[src/design/wss_pkg.sv]
package wss_pkg;

  localparam int WORD_W      = 32;
  localparam int WORD_W1     = WORD_W + 1;
  localparam int TS_W        = 16;
  localparam int ALEN_W      = 9;
  localparam int CMD_W       = 2;
  localparam int IDX_W       = 8;
  localparam int PIPE_STAGES = 8;
  localparam int CFG_IDX_W   = 2;
  localparam int CFG_DATA_W  = 32;

  localparam logic [WORD_W-1:0] STIFF_RST = 32'd1572864;
  localparam logic [TS_W-1:0]   TS_RST    = 16'd6554;
  localparam logic              FIXED_RST = 1'b1;
  localparam logic [ALEN_W-1:0] ALEN_RST  = 9'd256;

  typedef enum logic [1:0] {
    CMD_STEP = 2'd0,
    CMD_SET  = 2'd1,
    CMD_ADD  = 2'd2,
    CMD_READ = 2'd3
  } wss_cmd_t;

  typedef enum logic [1:0] {
    CFG_STIFFNESS     = 2'd0,
    CFG_TIME_STEP     = 2'd1,
    CFG_FIXED_ENDS    = 2'd2,
    CFG_ACTIVE_LENGTH = 2'd3
  } wss_cfg_t;

  // Stencil used for the cell at the update unit input
  typedef enum logic [1:0] {
    KIND_NONE   = 2'd0,
    KIND_INNER  = 2'd1,
    KIND_END_LO = 2'd2,
    KIND_END_HI = 2'd3
  } wss_kind_t;

  typedef enum logic [1:0] {
    ST_IDLE = 2'd0,
    ST_PASS = 2'd1,
    ST_HOLD = 2'd2
  } wss_state_t;

  typedef struct packed {
    logic signed [WORD_W-1:0] pos;
    logic signed [WORD_W-1:0] vel;
  } wss_entry_t;

  typedef struct packed {
    logic      upd;
    wss_kind_t kind;
  } wss_ctl_t;

  // Signed add, saturated to the word range
  function automatic logic signed [WORD_W-1:0] sat_add(
    input logic signed [WORD_W-1:0] a,
    input logic signed [WORD_W-1:0] b
  );
    logic signed [WORD_W:0] sum;
    sum = WORD_W1'(a) + WORD_W1'(b);
    if (sum[WORD_W] != sum[WORD_W-1]) begin
      sat_add = sum[WORD_W] ? {1'b1, {(WORD_W-1){1'b0}}} : {1'b0, {(WORD_W-1){1'b1}}};
    end else begin
      sat_add = sum[WORD_W-1:0];
    end
  endfunction

endpackage

[src/design/wss_cell.sv]
module wss_cell
  import wss_pkg::*;
(
  input  logic       clk,
  input  logic       rst_n,
  input  logic       adv,
  input  wss_entry_t d,
  output wss_entry_t q
);

  wss_entry_t ent_r;

  // Hold one string point; pass it on to the neighbor on every advance
  always_ff @(posedge clk) begin
    if (!rst_n) begin
      ent_r <= '0;
    end else if (adv) begin
      ent_r <= d;
    end
  end

  assign q = ent_r;

endmodule

[config.mk]
export PLATFORM = sky130hd
export DESIGN_NAME = wss_cell
export DESIGN_NICKNAME = d
export VERILOG_FILES = /design/src/design/wss_pkg.sv /design/src/design/wss_cell.sv
export SDC_FILE = /design/constraint.sdc
export NUM_CORES = 1
export LEC_CHECK = 0
export ABC_CLOCK_PERIOD_IN_PS = 800
export BUFFER_PORTS_ARGS = -buffer_cell sky130_fd_sc_hd__clkbuf_2
export CAP_MARGIN = 30
export CORE_AREA = 2 2 87 89
export CTS_CLUSTER_SIZE = 28
export DETAILED_ROUTE_END_ITERATION = 8
export DIE_AREA = 0 0 89 91
export PLACE_DENSITY = 0.66
export SYNTH_ARGS = -nofsm -noshare
export SYNTH_HDL_FRONTEND = slang
export SYNTH_SLANG_ARGS = --single-unit
[constraint.sdc]
create_clock -name clk -period 0.8 [get_ports clk]
set_input_delay 0.04 -clock clk [delete_from_list [all_inputs] [get_ports clk]]
set_output_delay 0.04 -clock clk [all_outputs]
set_load 0.01 [all_outputs]
==> results.md, run 1 <==
- Outcome: finished with violations
- Failing checks: negative setup slack
- Yosys reg bits: 64
- Total grt overflow: 0
- FILL cells: around 570
- RSZ-0062 raised after global routing: true
- Worst slew margin: between 80% and 90%
- Cell Area, Synth: ~0.0025 mm2
- DRT Pass-1 Iters: 3
- H-tree levels: 3
- Post-route minimum period: 0.8143 ns
- Clock latency on the worst-skew pair: about 0.32 ns
- I/O Buffers: 130
- Syn Nets: between 200 and 300
- Worst-path clk slew: about 0.070 ns
- MaxCap Viol Count: 0
- Largest net degree at the start of global routing: between 60 and 70
- Met3 WL: ~470 um
- Vias per cell: about 4.3
- Metal2 WL: roughly 3600 um
- Ratio of cells with drive above 1 in the final layout: between 50% and 60%
- Cell family with the largest share of critical-path delay: flip-flops
- CTS tree: done
- Wire per inst: 13.38 um
- Die H: 91 um
- Largest stage delay on the critical path: between 0.3 and 0.4 ns
- Setup crit end kind: output port
- DR DRC count: 0
- Sequential fraction of the synthesis area: 52.27%
- Fin. Hold Viols: 0
- Ports: 131
- DRT met1 WL: 2652 um
- Worst path cell trace: buf_6
- Hold Crit Depth: 3
- Die footprint: around 0.008 mm2
- Number of DRC markers in iteration 0: between 40 and 50
- Post-layout util: ~64%
- GRT Total Usage: 15.38%
- Distinct cells, synth: 7
- Root buffer cell: clkbuf_8
- Num Clock Sinks: 64
- Bufs and invs on worst path: 1
- Share of the clock period used by the worst path: 101.8%
- Pwr/cell area: between 1500 and 2000 mW/mm2
- # diodes: 0
- Post-route worst setup slack: -0.01427 ns
- Initial Util: between 30% and 40%
- Core ar.: ~0.007 mm2
- Max Fclk: around 1200 MHz
- Routability Congestion: between 0.6 and 0.7
- Worst hold path class: primary input to flop
- Final setup violation count: 49
- Max reg flops: 64
- Final ANT Viol Nets: 0
- Register Area: ~0.0014 mm2
- Area Growth Syn to Fin: 85.30%
- Worst Skew: 0 ns
- CP max stage cell: dfxtp_2
- Fin. max-slew vios: 0
- Kind of critical path: flop to output port
- Critical path depth: 1
- Vias in the first global route: between 2000 and 2500
- # nets final: around 480
- Maximum fanout along the worst path: 2
- Top layer in use: met4
- Yosys warns: 0
- Most common cell after layout, fill and taps aside: clkbuf_2
- Vias: approximately 2200
- Place WS: -0.02769 ns
- Average size of a mapped cell: about 12 um2
- Die X: approximately 89 um
- Maximum clock path buffer count: 2
- Worst-margin pin slew: roughly 0.23 ns
- Crit start category: flop
- Multi-input logic area: roughly 0.0010 mm2
- Peak supply drop: approximately 1.1 mV
- Floorplan row count: 31
- Worst path arrival time: 0.77 ns
- Global-route wire length before repair: 9729 um
- Pleak: approximately 0.0021 uW
- Synthesized instance count: 206
- Detailed placement HPWL: 3558 um
- CTS buffer count: 9
- R2R depth: 3
- Worst EP required: 0.76 ns
- Detailed Route WL: roughly 7000 um
- Number of antenna violations at the first check in global routing: 0
- Hold WS: 0.1824 ns
[per-stage QoR]
stage	power, uW	area [um2]	instances	setup TNS (ns)
after detailed placement	4495	3182	427	-0.08828
final	7692	4542	512	-0.2855
after global routing	8023	4542	512	-2.277
after CTS	7474	4113	508	-2.403
after global placement	4474	3182	427	0
after floorplan	4086	2451	206	0
[synthesized netlist by cell type]
| library cell | instances | share of area [%] |
|---|---|---|
| buf_6 | 1 | 0.46 |
| buf_8 | 6 | 3.7 |
| clkbuf_1 | 6 | 0.92 |
| clkbuf_2 | 1 | 0.20 |
| dfxtp_1 | 64 | 52 |
| mux2i_1 | 64 | 26 |
| nor2b_1 | 64 | 16 |
[worst reg2reg max path, cell delays in order (launching register included)]
cell and delay [ns]:
dfxtp_2 0.33, buf_6 0.11, mux2i_1 0.16, nor2b_1 0.07
[worst paths after layout]
kind	from	endpoint	slack, ns
worst max-delay path	q[52]$_SDFFE_PN0P_	q[52]	-0.01
worst min-delay path	rst_n	q[22]$_SDFFE_PN0P_	0.18
worst min register to register	q[28]$_SDFFE_PN0P_	q[28]$_SDFFE_PN0P_	0.52
worst max register to register	q[52]$_SDFFE_PN0P_	q[52]$_SDFFE_PN0P_	0.02
[area by class of cell]
type                            count  area share [%]
Sequential cell                    64           29.97
Clock buffer                       11           3.113
Tap cell                           99           2.727
Clock inverter                      4          0.9917
Multi-Input combinational cell    128           22.92
Timing Repair Buffer              206           40.28
[cell families (layout without fill, tap and decap cells)]
family                 Yosys count  in the layout  share of synthesized area [%]
muxes                           64             64                          26.14
and+or+nand+nor                 64             64                          16.33
DFF                             64             64                          52.27
buffers and inverters           14            221                          5.258
[repair_timing]
action,4_1_cts,5_1_grt
setup endpoints to repair,64,64
resized for setup,65,131
hold buffers,64,0
endpoints found under the hold margin,64,0
buffers inserted,2,4
[power breakdown]
part	internal [uW]	switching [uW]	total, uW
registers	3420	139	3560
clock network	1490	1180	2680
logic	944	513	1460
total	5850	1840	7690
[routing by layer]
metal / vias to the layer above / GRT usage, %
met5: - / 0
met1: 998 / 16.98
met2: 88 / 26.68
met3: 16 / 4.273
li1: 1082 / -
met4: 0 / 7.214
(Power assumes the default switching activity.)
==> run 2: changes to the inputs <==
--- a/config.mk
+++ b/config.mk
@@ -5,14 +5,15 @@
 export SDC_FILE = /design/constraint.sdc
 export NUM_CORES = 1
 export LEC_CHECK = 0
+export ABC_AREA = 1
 export ABC_CLOCK_PERIOD_IN_PS = 800
 export BUFFER_PORTS_ARGS = -buffer_cell sky130_fd_sc_hd__clkbuf_2
 export CAP_MARGIN = 30
-export CORE_AREA = 2 2 87 89
+export CORE_AREA = 2 2 91 93
 export CTS_CLUSTER_SIZE = 28
 export DETAILED_ROUTE_END_ITERATION = 8
-export DIE_AREA = 0 0 89 91
-export PLACE_DENSITY = 0.66
+export DIE_AREA = 0 0 93 95
+export PLACE_DENSITY = 0.73
 export SYNTH_ARGS = -nofsm -noshare
 export SYNTH_HDL_FRONTEND = slang
 export SYNTH_SLANG_ARGS = --single-unit
==> results.md, run 2 <==
- Combinational fraction of design power: a little over a fifth
- Adder-cell share of the synthesized area: 0%
- Ratio of cells with drive above 1 in the final layout: approximately 36%
- CTS tree: done
- Largest net degree at the start of global routing: 53
- Int Pwr: 5606 uW
- Vias: between 2000 and 3000
- Worst-margin pin slew: 0.2220 ns
- Top_reg_cell synth: dfxtp_1
- Cell family with the largest share of critical-path delay: flip-flops
- Share of the clock period used by the worst path: 102.8%
- Final setup violation count: 52
- Pleak: approximately 0.0026 uW
- Vias per cell: 4.115
- Floorplan row count: 33
- Die footprint: around 0.0088 mm2
- Number of DRC markers in iteration 0: 44
- Synth top area share: 47.99%
- Clock latency on the worst-skew pair: about 0.33 ns
- Fin. Hold Viols: 0
- Placed cells: about 630
- CP max stage cell: dfxtp_2
- Switching share of power: a little over a quarter
- DR DRC count: 0
- RSZ-0062 raised after global routing: true
- Max Fclk: ~1200 MHz
- Num Clock Sinks: 64
- Highest-count cells in the layout ignoring fill and taps: 128 x nor2_1, 128 x nand2_1, 65 x clkbuf_2
- Post-route minimum period: about 0.82 ns
- Portion of netlist area occupied by mux cells: 0%
- Worst path cell trace: buf_6
- Bufs and invs on worst path: 1
- Area Growth Syn to Fin: 75.02%
- I/O Buffers: 130
- # nets final: ~660
- DRT Pass-1 Iters: 6
- Worst hold path class: primary input to flop
- Post-route worst setup slack: -0.02272 ns
- Detailed Route WL: between 7000 and 8000 um
- Maximum fanout along the worst path: 2
- Largest cells by area after synthesis: dfxtp_1 48%, nand2_1 18%, nor2_1 18%
- Met3 track demand over resource: 4.789%
- Ports: 131
- Failing checks: negative setup slack
- Core ar.: ~0.008 mm2
- Total chip power: ~7700 uW
- Maximum clock path buffer count: 2
- Setup crit end kind: output port
- Yosys warns: 0
- Area leader, netlist: dfxtp_1
- Distinct cells, synth: 7
- Kind of critical path: flop to output port
- Vias in the first global route: 2570
- Initial Util: about a third
- Worst path arrival time: 0.78 ns
- Wire per inst: 11.07 um
- Peak supply drop: roughly 1.1 mV
- Syn Nets: ~470
- Place WS: slightly above 0.09 ns
- Psw: 2073 uW
- Die X: slightly above 90 um
- MaxCap Viol Count: 0
- Total grt overflow: 0
- Synth top cells by count: 128 x nand2_1, 128 x nor2_1, 64 x dfxtp_1, 64 x inv_1, 12 x buf_6
- Clock power share: 31.5%
- Compound-Gate Fraction of Synth Area: 0%
- Worst Skew: 0 ns
- Final ANT Viol Nets: 0
- Met1 GRT Util: 16.38%
- FILL cells: between 600 and 700
- Number of antenna violations at the first check in global routing: 0
- Fin. max-slew vios: 0
- Max reg flops: 64
- Met2 Use GR: between 30% and 40%
- Global-route wire length before repair: roughly 11000 um
- Fraction of registers with async set/reset: 0%
- Reg power frac: 47.2%
- Average size of a mapped cell: 6.593 um2
- Largest family of logic cells by synthesized area: simple AND/OR/NAND/NOR gates
- Yosys reg bits: 64
- Worst EP required: around 0.76 ns
- Synthesized instance count: a little over 400
- Post-Synth Simple-Gate Area: between 30% and 40%
- H-tree levels: 3
- Pwr/cell area: between 1500 and 2000 mW/mm2
- TNS Setup: -0.4449 ns
- Die H: about 95 um
- Synth Area in XOR/XNOR: 0%
- Worst slew margin: between 80% and 90%
- GR peak layer: met2
- Sequential fraction of the synthesis area: between 40 and 50%
- CTS buffer count: 9
- Routability Congestion: between 0.7 and 0.8
- Outcome: finished with violations
- Detailed placement HPWL: around 4100 um
- Non-filler cells, final: 707
- Largest stage delay on the critical path: between 0.3 and 0.4 ns
- # diodes: 0
- EDFF count, synth: 0
- Root buffer cell: clkbuf_8
- Crit start category: flop
- Worst-path clk slew: 0.08 ns
- Cell Area, Synth: roughly 0.0027 mm2
- GRT Total Usage: about 16%
## run 2: metal layers
metal	up-vias	wire length, um
met5	-	0
met4	0	172
met3	16	376
met2	82	4337
met1	1289	2941
li1	1522	-
## run 2: worst min-delay path: stages
cell and delay [ns]:
clkbuf_2 0.09, inv_1 0.05, nand2_1 0.05, nand2_1 0.05
nor2_1 0.03
## run 2: metrics by stage
| step | utilization (%) | cell area, um2 | hold slack (ns) |
|---|---|---|---|
| after CTS | 53.87 | 4270 | 0.01074 |
| after detailed placement | 42.41 | 3362 | 0.3239 |
| after global routing | 58.95 | 4673 | 0.02485 |
| after floorplan | - | 2670 | 0.2282 |
| final | 58.95 | 4673 | 0.02998 |
| after global placement | 42.41 | 3362 | 0.3165 |
## run 2: cells by family after synthesis
group,count (synthesis)
flip-flops,64
buffers and inverters,85
AND/OR/NAND/NOR,256
## run 2: worst paths after layout
check	from	end	slack, ns	depth (start not counted)
min	d[49]	q[49]$_SDFFE_PN0P_	0.03	5
max reg2reg	q[3]$_SDFFE_PN0P_	q[3]$_SDFFE_PN0P_	0.08	3
max	q[56]$_SDFFE_PN0P_	q[56]	-0.02	1
min reg2reg	q[50]$_SDFFE_PN0P_	q[50]$_SDFFE_PN0P_	0.48	2
## run 2: power groups by stage
stage,Combinational (uW),Sequential [uW],Clock [uW]
after floorplan,558,3690,0
after global placement,1080,3590,0
after detailed placement,1100,3600,0
after CTS,1360,3570,2530
after global routing,1810,3650,2640
final,1640,3620,2420
## run 2: final cells by class
| class | instances | area [um2] | area share [%] |
|---|---|---|---|
| Clock buffer | 11 | 141.4 | 3.025 |
| Clock inverter | 5 | 32.53 | 0.6961 |
| Inverter | 64 | 240.2 | 5.141 |
| Multi-Input combinational cell | 256 | 960.9 | 20.56 |
| Sequential cell | 64 | 1361 | 29.13 |
| Tap cell | 105 | 131.4 | 2.811 |
| Timing Repair Buffer | 202 | 1805 | 38.63 |
## run 2: what timing repair did
item	CTS	global route
hold endpoints to repair	63	0
hold buffers	63	0
gates resized for setup	65	128
endpoints found under the setup margin	64	64
setup buffers	2	1
